$ cat src/rtl/core/dtce_pkg.sv
// Shared types, constants and the sequencer microcode for the DRAM command expander.
package dtce_pkg;

  localparam int MAX_CHUNKS = 16;
  localparam int MAX_BANKS  = 16;

  localparam int CMD_W    = 2;
  localparam int ADDR_W   = 40;
  localparam int DW_W     = 16;
  localparam int CW_W     = 13;
  localparam int NB_W     = 5;
  localparam int SEQ_W    = 32;
  localparam int TYPE_W   = 3;
  localparam int APB_DW   = 32;
  localparam int PADDR_W  = 4;
  localparam int REF_SHIFT = 5;  // refresh stride of 32 address units

  // Running chunk end fits with one chunk width of headroom above the data width.
  localparam int REACH_W     = DW_W + 1;
  localparam int CHUNK_IDX_W = $clog2(MAX_CHUNKS + 1);
  localparam int CCMP_W      = CHUNK_IDX_W + 1;
  localparam int BANK_IDX_W  = $clog2(MAX_BANKS + 1);
  localparam int BCMP_W      = ((BANK_IDX_W > NB_W) ? BANK_IDX_W : NB_W) + 1;

  localparam logic [CW_W-1:0] CHUNK_WIDTH_RST = CW_W'(64);
  localparam logic [NB_W-1:0] NUM_BANKS_RST   = NB_W'(8);

  typedef enum logic [CMD_W-1:0] {
    RC_READ    = 2'd0,
    RC_WRITE   = 2'd1,
    RC_REFRESH = 2'd2
  } req_cmd_t;

  typedef enum logic [TYPE_W-1:0] {
    CT_ACT    = 3'd0,
    CT_READ   = 3'd1,
    CT_READA  = 3'd2,
    CT_WRITE  = 3'd3,
    CT_WRITEA = 3'd4,
    CT_PRE    = 3'd5,
    CT_REF    = 3'd6
  } cmd_type_t;

  typedef enum logic [1:0] {
    RI_CHUNK_WIDTH    = 2'd0,
    RI_USE_READ_AUTO  = 2'd1,
    RI_USE_WRITE_AUTO = 2'd2,
    RI_NUM_BANKS      = 2'd3
  } reg_idx_t;

  typedef struct packed {
    logic [CW_W-1:0] chunk_width;
    logic            use_read_auto;
    logic            use_write_auto;
    logic [NB_W-1:0] num_banks;
  } cfg_t;

  // Command kind that a microcode step emits.
  typedef enum logic [2:0] {
    K_NONE,
    K_ACT,
    K_ACCESS,
    K_PRE,
    K_REF
  } kind_t;

  // How a step picks its successor.
  typedef enum logic [1:0] {
    SQ_GOTO,
    SQ_DISPATCH,
    SQ_CHUNK,
    SQ_BANK
  } seq_op_t;

  localparam int STEP_W = 3;
  typedef logic [STEP_W-1:0] step_t;

  localparam step_t ST_IDLE   = 3'd0;
  localparam step_t ST_ACT    = 3'd1;
  localparam step_t ST_ACCESS = 3'd2;
  localparam step_t ST_PRE    = 3'd3;
  localparam step_t ST_REF    = 3'd4;

  typedef struct packed {
    logic    ready;
    kind_t   kind;
    seq_op_t seq;
    step_t   tgt_a;
    step_t   tgt_b;
  } ucw_t;

  typedef struct packed {
    logic  load;
    logic  emit;
    kind_t kind;
    logic  chunk_end;
    logic  last;
  } seq_ctrl_t;

  typedef struct packed {
    logic mem_ok;
    logic ref_ok;
    logic auto_pre;
    logic more_chunks;
    logic more_banks;
    logic out_free;
  } dp_status_t;

  // Microprogram. The access step falls through to the precharge step unless it
  // closes the chunk itself with auto precharge.
  function automatic ucw_t ucode_rom(input step_t step);
    ucw_t w;
    unique case (step)
      ST_IDLE:   w = '{ready: 1'b1, kind: K_NONE,   seq: SQ_DISPATCH, tgt_a: ST_ACT, tgt_b: ST_REF};
      ST_ACT:    w = '{ready: 1'b0, kind: K_ACT,    seq: SQ_GOTO,     tgt_a: ST_ACCESS,
                       tgt_b: ST_IDLE};
      ST_ACCESS: w = '{ready: 1'b0, kind: K_ACCESS, seq: SQ_CHUNK,    tgt_a: ST_ACT, tgt_b: ST_IDLE};
      ST_PRE:    w = '{ready: 1'b0, kind: K_PRE,    seq: SQ_CHUNK,    tgt_a: ST_ACT, tgt_b: ST_IDLE};
      ST_REF:    w = '{ready: 1'b0, kind: K_REF,    seq: SQ_BANK,     tgt_a: ST_REF, tgt_b: ST_IDLE};
      default:   w = '{ready: 1'b0, kind: K_NONE,   seq: SQ_GOTO,     tgt_a: ST_IDLE,
                       tgt_b: ST_IDLE};
    endcase
    return w;
  endfunction

endpackage

$ cat src/rtl/core/dtce_req_if.sv
// Request channel carrying one transaction: command, start address and size.
interface dtce_req_if;
  logic                        valid;
  logic                        ready;
  logic [dtce_pkg::CMD_W-1:0]  command;
  logic [dtce_pkg::ADDR_W-1:0] address;
  logic [dtce_pkg::DW_W-1:0]   data_width;

  modport source (output valid, command, address, data_width, input ready);
  modport sink   (input valid, command, address, data_width, output ready);
endinterface

$ cat src/rtl/core/dtce_cmd_if.sv
// Command channel carrying one DRAM bank command per transfer.
interface dtce_cmd_if;
  logic                        valid;
  logic                        ready;
  logic [dtce_pkg::TYPE_W-1:0] cmd_type;
  logic [dtce_pkg::ADDR_W-1:0] cmd_address;
  logic [dtce_pkg::SEQ_W-1:0]  seq_num;
  logic                        last;

  modport source (output valid, cmd_type, cmd_address, seq_num, last, input ready);
  modport sink   (input valid, cmd_type, cmd_address, seq_num, last, output ready);
endinterface

$ cat src/rtl/core/dtce_regs.sv
// APB configuration registers: chunk width, auto-precharge enables, bank count.
module dtce_regs (
  input  logic                         clk,
  input  logic                         rst,
  input  logic                         psel,
  input  logic                         penable,
  input  logic                         pwrite,
  input  logic [dtce_pkg::PADDR_W-1:0] paddr,
  input  logic [dtce_pkg::APB_DW-1:0]  pwdata,
  output logic [dtce_pkg::APB_DW-1:0]  prdata,
  output logic                         pready,
  output dtce_pkg::cfg_t               cfg
);

  dtce_pkg::cfg_t     cfg_next;
  dtce_pkg::reg_idx_t idx;
  logic               wr;

  assign pready = 1'b1;
  assign idx    = dtce_pkg::reg_idx_t'(paddr[3:2]);
  assign wr     = psel && penable && pwrite;

  always_comb begin
    cfg_next = cfg;
    if (wr) begin
      unique case (idx)
        dtce_pkg::RI_CHUNK_WIDTH:    cfg_next.chunk_width    = pwdata[dtce_pkg::CW_W-1:0];
        dtce_pkg::RI_USE_READ_AUTO:  cfg_next.use_read_auto  = pwdata[0];
        dtce_pkg::RI_USE_WRITE_AUTO: cfg_next.use_write_auto = pwdata[0];
        dtce_pkg::RI_NUM_BANKS:      cfg_next.num_banks      = pwdata[dtce_pkg::NB_W-1:0];
      endcase
    end
  end

  always_comb begin
    unique case (idx)
      dtce_pkg::RI_CHUNK_WIDTH:    prdata = dtce_pkg::APB_DW'(cfg.chunk_width);
      dtce_pkg::RI_USE_READ_AUTO:  prdata = dtce_pkg::APB_DW'(cfg.use_read_auto);
      dtce_pkg::RI_USE_WRITE_AUTO: prdata = dtce_pkg::APB_DW'(cfg.use_write_auto);
      dtce_pkg::RI_NUM_BANKS:      prdata = dtce_pkg::APB_DW'(cfg.num_banks);
    endcase
  end

  always_ff @(posedge clk) begin
    if (rst) begin
      cfg.chunk_width    <= dtce_pkg::CHUNK_WIDTH_RST;
      cfg.use_read_auto  <= 1'b0;
      cfg.use_write_auto <= 1'b0;
      cfg.num_banks      <= dtce_pkg::NUM_BANKS_RST;
    end else begin
      cfg <= cfg_next;
    end
  end

endmodule

$ cat src/rtl/core/dtce_useq.sv
// Microcode sequencer: step counter, control ROM and conditional next-step logic.
module dtce_useq (
  input  logic                   clk,
  input  logic                   rst,
  input  logic                   txn_valid,
  output logic                   txn_ready,
  input  dtce_pkg::dp_status_t   status,
  output dtce_pkg::seq_ctrl_t    ctrl
);

  dtce_pkg::step_t step;
  dtce_pkg::step_t step_next;
  dtce_pkg::ucw_t  ucw;

  always_comb begin
    ucw       = dtce_pkg::ucode_rom(step);
    txn_ready = ucw.ready;

    ctrl.kind      = ucw.kind;
    ctrl.load      = txn_valid && ucw.ready;
    ctrl.emit      = (ucw.kind != dtce_pkg::K_NONE) && status.out_free;
    ctrl.chunk_end = (ucw.kind == dtce_pkg::K_PRE) ||
                     ((ucw.kind == dtce_pkg::K_ACCESS) && status.auto_pre);
    ctrl.last      = (ucw.kind == dtce_pkg::K_REF) ? !status.more_banks
                                                   : (ctrl.chunk_end && !status.more_chunks);

    // Emitting steps only move on once their command has gone into the output register.
    step_next = step;
    unique case (ucw.seq)
      dtce_pkg::SQ_GOTO: begin
        if (ctrl.emit) step_next = ucw.tgt_a;
      end
      dtce_pkg::SQ_DISPATCH: begin
        if (ctrl.load) begin
          priority if (status.mem_ok) step_next = ucw.tgt_a;
          else if (status.ref_ok)     step_next = ucw.tgt_b;
          else                        step_next = step;
        end
      end
      dtce_pkg::SQ_CHUNK: begin
        if (ctrl.emit) begin
          if (!ctrl.chunk_end)         step_next = step + dtce_pkg::STEP_W'(1);
          else if (status.more_chunks) step_next = ucw.tgt_a;
          else                         step_next = ucw.tgt_b;
        end
      end
      dtce_pkg::SQ_BANK: begin
        if (ctrl.emit) step_next = status.more_banks ? ucw.tgt_a : ucw.tgt_b;
      end
    endcase
  end

  always_ff @(posedge clk) begin
    if (rst) begin
      step <= dtce_pkg::ST_IDLE;
    end else begin
      step <= step_next;
    end
  end

`ifndef SYNTHESIS
  a_last_returns_idle: assert property (@(posedge clk)
    (!rst && ctrl.emit && ctrl.last) |=> (step == dtce_pkg::ST_IDLE))
    else $error("sequencer did not return to idle after the final command");

  a_mid_stays_busy: assert property (@(posedge clk) disable iff (rst)
    (!rst && ctrl.emit && !ctrl.last) |=> (step != dtce_pkg::ST_IDLE))
    else $error("sequencer went idle before the final command");

  a_step_in_program: assert property (@(posedge clk) disable iff (rst)
    step <= dtce_pkg::ST_REF)
    else $error("step counter left the microprogram");
`endif

endmodule

$ cat src/rtl/core/dtce_dpath.sv
// Datapath: chunk address and extent tracking, bank counter, sequence counter, output register.
module dtce_dpath (
  input  logic                         clk,
  input  logic                         rst,
  input  dtce_pkg::cfg_t               cfg,
  input  dtce_pkg::seq_ctrl_t          ctrl,
  input  logic [dtce_pkg::CMD_W-1:0]   command,
  input  logic [dtce_pkg::ADDR_W-1:0]  address,
  input  logic [dtce_pkg::DW_W-1:0]    data_width,
  output dtce_pkg::dp_status_t         status,
  input  logic                         out_ready,
  output logic                         out_valid,
  output logic [dtce_pkg::TYPE_W-1:0]  cmd_type,
  output logic [dtce_pkg::ADDR_W-1:0]  cmd_address,
  output logic [dtce_pkg::SEQ_W-1:0]   seq_num,
  output logic                         last
);

  logic                             is_read;
  logic [dtce_pkg::ADDR_W-1:0]      chunk_addr;
  logic [dtce_pkg::REACH_W-1:0]     reach;       // end of the current chunk
  logic [dtce_pkg::DW_W-1:0]        dw_q;
  logic [dtce_pkg::CHUNK_IDX_W-1:0] chunk_idx;
  logic [dtce_pkg::BANK_IDX_W-1:0]  bank_idx;
  logic [dtce_pkg::SEQ_W-1:0]       next_seq;

  logic [dtce_pkg::REACH_W:0]       reach_sum;
  logic [dtce_pkg::CCMP_W-1:0]      chunk_inc;
  logic [dtce_pkg::BCMP_W-1:0]      bank_inc;
  logic [dtce_pkg::BCMP_W-1:0]      nb_ext;
  logic [dtce_pkg::BCMP_W-1:0]      nb_sat;
  dtce_pkg::cmd_type_t              access_type;
  dtce_pkg::cmd_type_t              emit_type;
  logic [dtce_pkg::ADDR_W-1:0]      emit_addr;

  always_comb begin
    reach_sum = (dtce_pkg::REACH_W+1)'(reach) + (dtce_pkg::REACH_W+1)'(cfg.chunk_width);
    chunk_inc = dtce_pkg::CCMP_W'(chunk_idx) + dtce_pkg::CCMP_W'(1);
    bank_inc  = dtce_pkg::BCMP_W'(bank_idx) + dtce_pkg::BCMP_W'(1);
    nb_ext    = dtce_pkg::BCMP_W'(cfg.num_banks);
    nb_sat    = (nb_ext > dtce_pkg::BCMP_W'(dtce_pkg::MAX_BANKS))
                ? dtce_pkg::BCMP_W'(dtce_pkg::MAX_BANKS) : nb_ext;

    status.mem_ok      = ((command == dtce_pkg::RC_READ) || (command == dtce_pkg::RC_WRITE)) &&
                         (cfg.chunk_width != '0) &&
                         (dtce_pkg::DW_W'(cfg.chunk_width) <= data_width);
    status.ref_ok      = (command == dtce_pkg::RC_REFRESH) && (cfg.num_banks != '0);
    status.auto_pre    = is_read ? cfg.use_read_auto : cfg.use_write_auto;
    status.more_chunks = (reach_sum <= (dtce_pkg::REACH_W+1)'(dw_q)) &&
                         (chunk_inc < dtce_pkg::CCMP_W'(dtce_pkg::MAX_CHUNKS));
    status.more_banks  = bank_inc < nb_sat;
    status.out_free    = !out_valid || out_ready;

    if (is_read) access_type = status.auto_pre ? dtce_pkg::CT_READA : dtce_pkg::CT_READ;
    else         access_type = status.auto_pre ? dtce_pkg::CT_WRITEA : dtce_pkg::CT_WRITE;

    emit_addr = chunk_addr;
    unique case (ctrl.kind)
      dtce_pkg::K_ACT:    emit_type = dtce_pkg::CT_ACT;
      dtce_pkg::K_ACCESS: emit_type = access_type;
      dtce_pkg::K_PRE:    emit_type = dtce_pkg::CT_PRE;
      dtce_pkg::K_REF: begin
        emit_type = dtce_pkg::CT_REF;
        emit_addr = dtce_pkg::ADDR_W'(bank_idx) << dtce_pkg::REF_SHIFT;
      end
      default:            emit_type = dtce_pkg::CT_ACT;
    endcase
  end

  // Working registers for the transaction in flight.
  always_ff @(posedge clk) begin
    if (ctrl.load) begin
      is_read    <= (command == dtce_pkg::RC_READ);
      chunk_addr <= address;
      reach      <= dtce_pkg::REACH_W'(cfg.chunk_width);
      dw_q       <= data_width;
      chunk_idx  <= '0;
      bank_idx   <= '0;
    end else if (ctrl.emit) begin
      if (ctrl.chunk_end) begin
        chunk_addr <= chunk_addr + dtce_pkg::ADDR_W'(cfg.chunk_width);
        reach      <= reach_sum[dtce_pkg::REACH_W-1:0];
        chunk_idx  <= chunk_inc[dtce_pkg::CHUNK_IDX_W-1:0];
      end
      if (ctrl.kind == dtce_pkg::K_REF) begin
        bank_idx <= bank_inc[dtce_pkg::BANK_IDX_W-1:0];
      end
    end
  end

  always_ff @(posedge clk) begin
    if (rst) begin
      next_seq  <= '0;
      out_valid <= 1'b0;
    end else begin
      if (ctrl.emit) begin
        next_seq  <= next_seq + dtce_pkg::SEQ_W'(1);
        out_valid <= 1'b1;
      end else if (out_ready) begin
        out_valid <= 1'b0;
      end
    end
  end

  always_ff @(posedge clk) begin
    if (ctrl.emit) begin
      cmd_type    <= emit_type;
      cmd_address <= emit_addr;
      seq_num     <= next_seq;
      last        <= ctrl.last;
    end
  end

`ifndef SYNTHESIS
  a_seq_step: assert property (@(posedge clk) disable iff (rst)
    (!rst && ctrl.emit) |=> (next_seq == $past(next_seq) + dtce_pkg::SEQ_W'(1)))
    else $error("sequence counter did not advance by one per command");

  a_chunk_cap: assert property (@(posedge clk) disable iff (rst)
    (ctrl.emit && (ctrl.kind == dtce_pkg::K_ACT)) |->
      (dtce_pkg::CCMP_W'(chunk_idx) < dtce_pkg::CCMP_W'(dtce_pkg::MAX_CHUNKS)))
    else $error("chunk index passed the chunk limit");
`endif

endmodule

$ cat src/rtl/core/dram_transaction_to_command_expander.sv
// Top level of the DRAM transaction to bank command expander.
// Each accepted transaction becomes a run of bank commands, one per cycle while
// the command channel is not stalled: a read or write yields ACT, READ/WRITE,
// PRE per chunk (ACT, READA/WRITEA with auto precharge), a refresh yields one
// REF per bank at 32 times the bank number. Every command carries the next value
// of a 32-bit sequence counter, and the final command of a transaction has last
// set. The microcode sequencer decodes each transaction in its idle step, then
// emits at most one command per cycle into a single output register, and
// back-pressure on the command channel stalls it; a transaction that yields no
// command leaves it idle. Configuration registers sit on the APB port at byte
// addresses 0, 4, 8 and 12 and must be written only while no transaction is in
// progress; the block itself does not enforce this.
module dram_transaction_to_command_expander (
  input  logic                         clk,
  input  logic                         rst,
  dtce_req_if.sink                     txn,
  dtce_cmd_if.source                   bank_cmd,
  input  logic                         psel,
  input  logic                         penable,
  input  logic                         pwrite,
  input  logic [dtce_pkg::PADDR_W-1:0] paddr,
  input  logic [dtce_pkg::APB_DW-1:0]  pwdata,
  output logic [dtce_pkg::APB_DW-1:0]  prdata,
  output logic                         pready
);

  dtce_pkg::cfg_t       cfg;
  dtce_pkg::seq_ctrl_t  ctrl;
  dtce_pkg::dp_status_t status;

  dtce_regs u_regs (
    .clk     (clk),
    .rst     (rst),
    .psel    (psel),
    .penable (penable),
    .pwrite  (pwrite),
    .paddr   (paddr),
    .pwdata  (pwdata),
    .prdata  (prdata),
    .pready  (pready),
    .cfg     (cfg)
  );

  dtce_useq u_useq (
    .clk       (clk),
    .rst       (rst),
    .txn_valid (txn.valid),
    .txn_ready (txn.ready),
    .status    (status),
    .ctrl      (ctrl)
  );

  dtce_dpath u_dpath (
    .clk         (clk),
    .rst         (rst),
    .cfg         (cfg),
    .ctrl        (ctrl),
    .command     (txn.command),
    .address     (txn.address),
    .data_width  (txn.data_width),
    .status      (status),
    .out_ready   (bank_cmd.ready),
    .out_valid   (bank_cmd.valid),
    .cmd_type    (bank_cmd.cmd_type),
    .cmd_address (bank_cmd.cmd_address),
    .seq_num     (bank_cmd.seq_num),
    .last        (bank_cmd.last)
  );

endmodule
$ cat src/flat_wrapper.sv
// flat-port wrapper written by rule: the top's interface ports become plain ports
module dram_transaction_to_command_expander_flat 
  (clk, rst, psel, penable, pwrite, paddr, pwdata, prdata, pready, txn_valid, txn_command, txn_address, txn_data_width, txn_ready, bank_cmd_valid, bank_cmd_cmd_type, bank_cmd_cmd_address, bank_cmd_seq_num, bank_cmd_last, bank_cmd_ready);
  dtce_req_if txn_i ();
  dtce_cmd_if bank_cmd_i ();
  input  logic clk;
  input  logic rst;
  input  logic psel;
  input  logic penable;
  input  logic pwrite;
  input  logic [dtce_pkg::PADDR_W-1:0] paddr;
  input  logic [dtce_pkg::APB_DW-1:0] pwdata;
  output logic [dtce_pkg::APB_DW-1:0] prdata;
  output logic pready;
  input wire logic [$bits(txn_i.valid)-1:0] txn_valid;
  input wire logic [$bits(txn_i.command)-1:0] txn_command;
  input wire logic [$bits(txn_i.address)-1:0] txn_address;
  input wire logic [$bits(txn_i.data_width)-1:0] txn_data_width;
  output wire logic [$bits(txn_i.ready)-1:0] txn_ready;
  output wire logic [$bits(bank_cmd_i.valid)-1:0] bank_cmd_valid;
  output wire logic [$bits(bank_cmd_i.cmd_type)-1:0] bank_cmd_cmd_type;
  output wire logic [$bits(bank_cmd_i.cmd_address)-1:0] bank_cmd_cmd_address;
  output wire logic [$bits(bank_cmd_i.seq_num)-1:0] bank_cmd_seq_num;
  output wire logic [$bits(bank_cmd_i.last)-1:0] bank_cmd_last;
  input wire logic [$bits(bank_cmd_i.ready)-1:0] bank_cmd_ready;
  assign txn_i.valid = txn_valid;
  assign txn_i.command = txn_command;
  assign txn_i.address = txn_address;
  assign txn_i.data_width = txn_data_width;
  assign txn_ready = txn_i.ready;
  assign bank_cmd_valid = bank_cmd_i.valid;
  assign bank_cmd_cmd_type = bank_cmd_i.cmd_type;
  assign bank_cmd_cmd_address = bank_cmd_i.cmd_address;
  assign bank_cmd_seq_num = bank_cmd_i.seq_num;
  assign bank_cmd_last = bank_cmd_i.last;
  assign bank_cmd_i.ready = bank_cmd_ready;
  dram_transaction_to_command_expander u_core (.clk(clk), .rst(rst), .txn(txn_i), .bank_cmd(bank_cmd_i), .psel(psel), .penable(penable), .pwrite(pwrite), .paddr(paddr), .pwdata(pwdata), .prdata(prdata), .pready(pready));
endmodule
$ cat config.mk
export PLATFORM = sky130hd
export DESIGN_NAME = dram_transaction_to_command_expander_flat
export DESIGN_NICKNAME = d
export VERILOG_FILES = /design/src/rtl/core/dtce_pkg.sv /design/src/rtl/core/dtce_req_if.sv /design/src/rtl/core/dtce_cmd_if.sv /design/src/rtl/core/dtce_regs.sv /design/src/rtl/core/dtce_useq.sv /design/src/rtl/core/dtce_dpath.sv /design/src/rtl/core/dram_transaction_to_command_expander.sv /design/src/flat_wrapper.sv
export SDC_FILE = /design/constraint.sdc
export NUM_CORES = 1
export LEC_CHECK = 0
export BUFFER_PORTS_ARGS = -buffer_cell sky130_fd_sc_hd__buf_2
export CORE_MARGIN = 4
export CORE_UTILIZATION = 54
export CTS_BUF_LIST = sky130_fd_sc_hd__clkbuf_4 sky130_fd_sc_hd__clkbuf_8
export DETAILED_ROUTE_END_ITERATION = 8
export PLACE_DENSITY = 0.75
export SLEW_MARGIN = 10
export SYNTH_ARGS = -nofsm -noshare
export SYNTH_HDL_FRONTEND = slang
export SYNTH_SLANG_ARGS = --single-unit
$ cat constraint.sdc
create_clock -name clk -period 5.5 [get_ports clk]
set_input_delay 0.275 -clock clk [delete_from_list [all_inputs] [get_ports clk]]
set_output_delay 0.275 -clock clk [all_outputs]
set_load 0.05 [all_outputs]
==> results_dict.tcl, run 1 <==
set metrics [dict create \
    outcome "finished clean" \
    clock_tree.root_cell "clkbuf_8" \
    grt.total_usage_pct 22.3 \
    timing.critical_path.from "u_core.u_regs.cfg[8]$_SDFFE_PP0P_" \
    rsz0062_at_grt "false" \
    worst_slack_ps 1400 \
    pwr-share-clk_pct 20.6 \
    setup_viol 0 \
    io_buffers 170 \
    cts_buffers 36 \
    antenna_found_initial 0 \
    place_inst 1542 \
    finalHoldViolations 0 \
    relSlewSlack_pct 24.1 \
    stdcell_count 1629 \
    tritoncts "done" \
    synth-edff-count 146 \
    rows 52 \
    place_ws_ps 1450 \
    tightest_slew_ps 1130 \
    start_util_pct 55.7 \
    internal_power_mw 4.00 \
    grt-ovfl-total 0 \
    ys_ff_latch 216 \
    numClockSinks 216 \
    synthArstFlopShare_pct 0 \
    clk_pin_slew_ps 60 \
    p_per_area_nw_per_um2 521 \
    max_freq_mhz 244 \
    whs_ps 17.3 \
    final_nets 1504 \
    tns_ps 0 \
    first_iter_violations 517 \
    synth.avg_cell_area_sq_um 10.1 \
    die_h_microns 153 \
    vias 8975 \
    wl_per_cell_microns 16.7 \
    final.min_clock_period_ps 4100 \
    worstPathRequired_ps 5840 \
    synthCells 1130 \
    ant_nets 0 \
    antenna_cells 0 \
    crit_fanout 8 \
    p_switching_mw 2.99 \
    drt_first_pass_iters 5 \
    hpwl_microns 19000 \
    dieWidth_microns 153 \
    irDropWorstVdd_uv 506 \
    io_pins 212 \
    post_cts_buffers 0 \
    start_kind "flop" \
    combinationalPowerShare_pct 40.8 \
    timing.rr.end "u_core.u_useq.step[2]$_SDFFE_PP0P_" \
    cts_buffer_depth 3 \
    end_kind "flop" \
    skew_ps 23.0 \
    worst_skew_pair.late_latency_ps 530 \
    r2r_start "u_core.u_regs.cfg[8]$_SDFFE_PP0P_" \
    swShare_pct 42.8 \
    cp-endpoint "u_core.u_useq.step[2]$_SDFFE_PP0P_" \
    post_dp_cell_area_sq_um 12400 \
    min_path_type "in2reg" \
    areaGrowthSynthToFinish_pct 17.5 \
    crit_arrival_ps 4440 \
    first_global_vias 8704 \
    synth_ff_type "edfxtp_1" \
    drc 0 \
    rrSetupSlack_ps 1400 \
    r2r_cells 17 \
    cap_violations 0 \
    seqPwrFrac_pct 38.6 \
    drive_above_1_share_pct 19.2 \
    netlist_area_sq_um 11400 \
    post-route-cell-area_sq_um 13400 \
    ys_seq_area_share_pct 50.7 \
    p_leak_nw 5.58 \
    routabilityCongestion 0.901 \
    synth_cell_type_count 71 \
    drt_wl_total_microns 27200 \
    die-area_sq_um 23500 \
    grt_max_degree 58 \
    core-area_sq_um 20500 \
    vias_per_cell 5.51 \
    grt_pass1_wl_microns 43200 \
    h-tree-depth 2 \
    finalCritPeriodShare_pct 74.6 \
    crit_type "reg2reg" \
    nFillCells 1638 \
    slew_viol_final 0 \
    yosysWarningCount 0 \
]
cells in the final DEF, fill, tap and decap left out, drive strengths merged, types with 21 or more instances in the layout:
master,netlist,routed
buf,21,177
edfxtp,146,146
nand2,146,146
nor2,104,104
dfxtp,70,70
a21oi,70,70
ha,68,68
inv,54,56
clkbuf,32,56
o21ai,52,52
xor2,49,49
and2,43,43
xnor2,42,42
nand3,33,33
dlygate4sd3,0,23
and3,21,21
final cells by class:
cell class                      count  area (sq um)  area share [%]
Clock buffer                       56           683            5.10
Clock inverter                      8          47.5           0.355
Sequential cell                   216          5790            43.2
Inverter                           54           203            1.51
Tap cell                          270           338            2.52
Timing Repair Buffer              200          1130            8.45
Multi-Input combinational cell    825          5220            38.9
cell usage after synthesis, drive strengths merged, types with 32 or more instances:
| master | count | share of area (%) |
|---|---|---|
| nor2 | 104 | 3.4 |
| ha | 68 | 7.5 |
| xor2 | 49 | 3.8 |
| a21oi | 70 | 3.1 |
| o21ai | 52 | 2.3 |
| nand2 | 146 | 4.8 |
| nand3 | 33 | 1.4 |
| edfxtp | 146 | 38 |
| clkbuf | 32 | 1.1 |
| xnor2 | 42 | 3.2 |
| inv | 54 | 1.8 |
| dfxtp | 70 | 12 |
| and2 | 43 | 2.4 |
timing repair:
action	4_1_cts	5_1_grt
resized for setup	0	0
hold buffers	23	0
endpoints found under the hold margin	23	0
per-layer routing:
layer  up-vias  global-route usage [%]  part of all wire [%]
li1       4359                       -                     -
met5         -                       0                     0
met1      4219                    29.6                    43
met3        61                    4.16                   6.9
met4         0                    8.45                   2.8
met2       336                    36.7                    47
power groups by stage:
stage                     Clock (mW)  Sequential (mW)  Combinational (mW)
after global placement             0             2.71                2.78
after global routing            1.54             2.75                3.06
after floorplan                    0             3.70                1.19
after CTS                       1.46             2.70                2.86
after detailed placement           0             2.72                2.83
final                           1.44             2.69                2.85
sequential cells by signal, summed over array words and instances (netlist names):
name / cells
u_core.u_dpath.last: 1
u_core.u_regs.cfg: 20
u_core.u_dpath.chunk_idx: 5
u_core.u_dpath.chunk_addr: 40
u_core.u_dpath.cmd_type: 3
u_core.u_dpath.next_seq: 32
u_core.u_dpath.cmd_address: 40
u_core.u_dpath.dw_q: 16
u_core.u_dpath.seq_num: 32
u_core.u_dpath.reach: 17
u_core.u_dpath.is_read: 1
u_core.u_dpath.out_valid: 1
u_core.u_useq.step: 3
u_core.u_dpath.bank_idx: 5
critical path, cell delays in order, from the launching register on:
cell and delay (ps):
dfxtp_1 550, inv_1 160, fa_1 450, nand2b_1 200, a21oi_2 210, o311ai_1 190
o21ai_2 250, a21oi_1 130, nand2b_1 170, xnor2_1 130, ha_1 320, a21oi_1 140
o21ai_0 100, a21oi_1 160, nor2_1 60, a211oi_2 430, nand4bb_1 200, a221oi_1 80
logic make-up (layout without fill, tap and decap cells):
| group | after synthesis | in the layout | share of synthesized area (%) |
|---|---|---|---|
| and+or+nand+nor | 438 | 438 | 18.4 |
| DFF | 216 | 216 | 50.7 |
| other | 2 | 20 | 0.0658 |
| adders and majority gates | 70 | 70 | 7.81 |
| xor gates and xnor gates | 91 | 91 | 6.99 |
| muxes | 15 | 15 | 1.47 |
| buffers and inverters | 107 | 318 | 4.20 |
| AOI/OAI and AO/OA | 191 | 191 | 10.4 |
how the worst min path moves through the flow:
stage | from | end | cells after the start
floorplan | txn_data_width[0] | u_core.u_dpath.dw_q[0]$_DFFE_PP_ | 0
global placement | u_core.u_dpath.next_seq[31]$_SDFFE_PP0P_ | u_core.u_dpath.seq_num[31]$_DFFE_PP_ | 0
detailed placement | u_core.u_dpath.next_seq[31]$_SDFFE_PP0P_ | u_core.u_dpath.seq_num[31]$_DFFE_PP_ | 0
CTS | pwdata[11] | u_core.u_regs.cfg[18]$_SDFFE_PP0P_ | 3
global route | pwdata[2] | u_core.u_regs.cfg[9]$_SDFFE_PP0P_ | 3
finish | pwdata[11] | u_core.u_regs.cfg[18]$_SDFFE_PP0P_ | 3
stage by stage:
step | utilization [%] | power (mW)
2_1_floorplan | - | 4.89
3_3_place_gp | 60.7 | 5.49
3_5_place_dp | 60.7 | 5.55
4_1_cts | 65.4 | 7.02
5_1_grt | 65.4 | 7.35
6_report | 65.4 | 6.99
(Power assumes the default switching activity.)
==> run 2, diff against run 1 <==
Clock period 5.5 ns to 3.8 ns, I/O delays scaled along.
==> run 2 against run 1 <==
Final cell count is 4.1% higher. Critical path depth up 1. Worst hold slack improved by 17 ps. Highest routed layer unchanged.
==> results_dict.tcl, run 2 (synthesized netlist as in run 1, its figures left out) <==
set metrics [dict create \
    p_switching_mw 4.38 \
    hpwl_microns 20200 \
    combinationalPowerShare_pct 41.7 \
    finalCritPeriodShare_pct 96.6 \
    vias_per_cell 5.51 \
    whs_path_depth 3 \
    clock_tree.root_cell "clkbuf_8" \
    first_global_vias 9139 \
    grt_pass1_wl_microns 46500 \
    crit_arrival_ps 4050 \
    grt.total_usage_pct 24.1 \
    cap_violations 0 \
    rrSetupSlack_ps 130 \
    timing.critical_path.from "u_core.u_dpath.reach[0]$_DFFE_PP_" \
    place_inst 1561 \
    finalHoldViolations 0 \
    antenna_found_initial 0 \
    slew_viol_final 0 \
    ant_nets 0 \
    end_kind "flop" \
    pwr-share-clk_pct 20.2 \
    skew_ps 27.2 \
    min_path_type "in2reg" \
    hold_path.startpoint "txn_address[28]" \
    routabilityCongestion 0.930 \
    grt-ovfl-total 0 \
    crit_fanout 4 \
    start_util_pct 55.7 \
    irDropWorstVdd_uv 690 \
    vias 9352 \
    max_freq_mhz 272 \
    rows 52 \
    cts_buffers 36 \
    post-route-cell-area_sq_um 14100 \
    stdcell_count 1696 \
    timing.rr.end "u_core.u_useq.step[0]$_SDFFE_PP0P_" \
    post_dp_cell_area_sq_um 12600 \
    cp_slowest_cell "edfxtp_1" \
    reg_top3 "u_core.u_dpath.chunk_addr x40, u_core.u_dpath.cmd_address x40" \
    path_cells "ha_4 > inv_1 > fa_2 > nand2b_4 > a21oi_4 > o311ai_4 > or2b_1 > a21oi_1 > xnor2_1 > ha_1 > and4_1 > nand3_1 > a31oi_1 > a21o_1 > a211oi_2 > buf_4 > a221oi_1 > o22ai_1" \
    first_iter_violations 645 \
    worst_slack_ps 130 \
    die-area_sq_um 23500 \
    drc 0 \
    cts_buffer_depth 3 \
    io_pins 212 \
    tritoncts "done" \
    final.min_clock_period_ps 3670 \
    path_buf_inv 2 \
    cpLargestDelayFamily "compound AO/OA/AOI/OAI gates" \
    r2r_cells 18 \
    cpPeakStageDelay_ps 410 \
    clk_pin_slew_ps 60 \
    wl_per_cell_microns 17.2 \
    p_total_mw 10.3 \
    r2r_start "u_core.u_dpath.reach[0]$_DFFE_PP_" \
    h-tree-depth 2 \
    crit_type "reg2reg" \
    outcome "finished clean" \
    setup_viol 0 \
    grt_max_degree 50 \
    hold_end "u_core.u_dpath.chunk_addr[28]$_DFFE_PP_" \
    worstPathRequired_ps 4180 \
    p_per_area_nw_per_um2 727 \
    areaGrowthSynthToFinish_pct 23.9 \
    place_ws_ps 31.7 \
    dieWidth_microns 153 \
    tns_ps 0 \
    worst_skew_pair.late_latency_ps 530 \
    mostFrequentLayoutCell "buf_2" \
    p_leak_nw 5.89 \
    start_kind "flop" \
    drt_wl_total_microns 29100 \
    seqPwrFrac_pct 38.1 \
    final_nets 1569 \
    relSlewSlack_pct 49.3 \
    tightest_slew_ps 754 \
    die_h_microns 153 \
    drive_above_1_share_pct 20.7 \
    final_cell_mix "buf_2 (170), edfxtp_1 (146), nand2_1 (145)" \
    io_buffers 170 \
    internal_power_mw 5.89 \
    numClockSinks 216 \
    drt_first_pass_iters 5 \
    core-area_sq_um 20500 \
    swShare_pct 42.6 \
]
[run 2: changes by cell type in the layout (fill, tap and decap cells not counted), moves of 3 or more]
cell,delta
ha_1,-3
buf_4,+20
dlygate4sd3_1,+43
a21oi_1,-3
[run 2: layout make-up]
cell class / instances / area [sq um]
Inverter: 54 / 203
Fill cell: 1546 / 6360
Clock inverter: 12 / 83.8
Clock buffer: 53 / 648
Tap cell: 270 / 338
Antenna cell: 1 / 2.50
Sequential cell: 216 / 5790
Timing Repair Buffer: 265 / 1750
Multi-Input combinational cell: 825 / 5320
[run 2: tightest hold or removal path, stage by stage]
cell     delay [ps]
buf_2            80
nor2_1           40
a21oi_1         120
[run 2: power groups by stage]
stage | sequential, mW | clock (mW) | combinational [mW]
after global placement | 3.92 | 0 | 4.09
after CTS | 3.90 | 2.12 | 4.25
after global routing | 3.99 | 2.23 | 4.61
final | 3.91 | 2.08 | 4.29
after floorplan | 5.35 | 0 | 1.73
after detailed placement | 3.94 | 0 | 4.18
[run 2: routing by layer]
metal	vias to the layer above	global-route usage, %	wire [microns]
li1	4484	-	-
met1	4391	32.3	12300
met2	396	39.2	13600
met3	81	4.38	2260
met4	0	8.87	981
met5	-	0	0
[run 2: stage by stage]
stage               util [%]  hold WS (ps)
floorplan                  -           289
detailed placement      61.6           385
finish                  69.0          33.9
CTS                     68.4          2.12
global route            68.9          21.0
global placement        61.6           383
[run 2: how the worst max path moves through the flow]
| stage | to | slack [ps] | cells past startpoint |
|---|---|---|---|
| 2_1_floorplan | u_core.u_dpath.dw_q[0]$_DFFE_PP_ | 200 | 9 |
| 3_3_place_gp | u_core.u_dpath.last$_DFFE_PP_ | 100 | 18 |
| 3_5_place_dp | u_core.u_useq.step[0]$_SDFFE_PP0P_ | 30 | 18 |
| 4_1_cts | u_core.u_dpath.last$_DFFE_PP_ | 30 | 18 |
| 5_1_grt | u_core.u_useq.step[0]$_SDFFE_PP0P_ | -7 | 18 |
| 6_report | u_core.u_useq.step[0]$_SDFFE_PP0P_ | 130 | 18 |
[run 2: what timing repair did]
item / CTS / global route
buffers inserted: 0 / 3
pin swaps: 0 / 9
setup endpoints to repair: 2 / 4
resized for setup: 1 / 17
endpoints found under the hold margin: 71 / 0
gates cloned: 0 / 0
hold buffers: 66 / 0
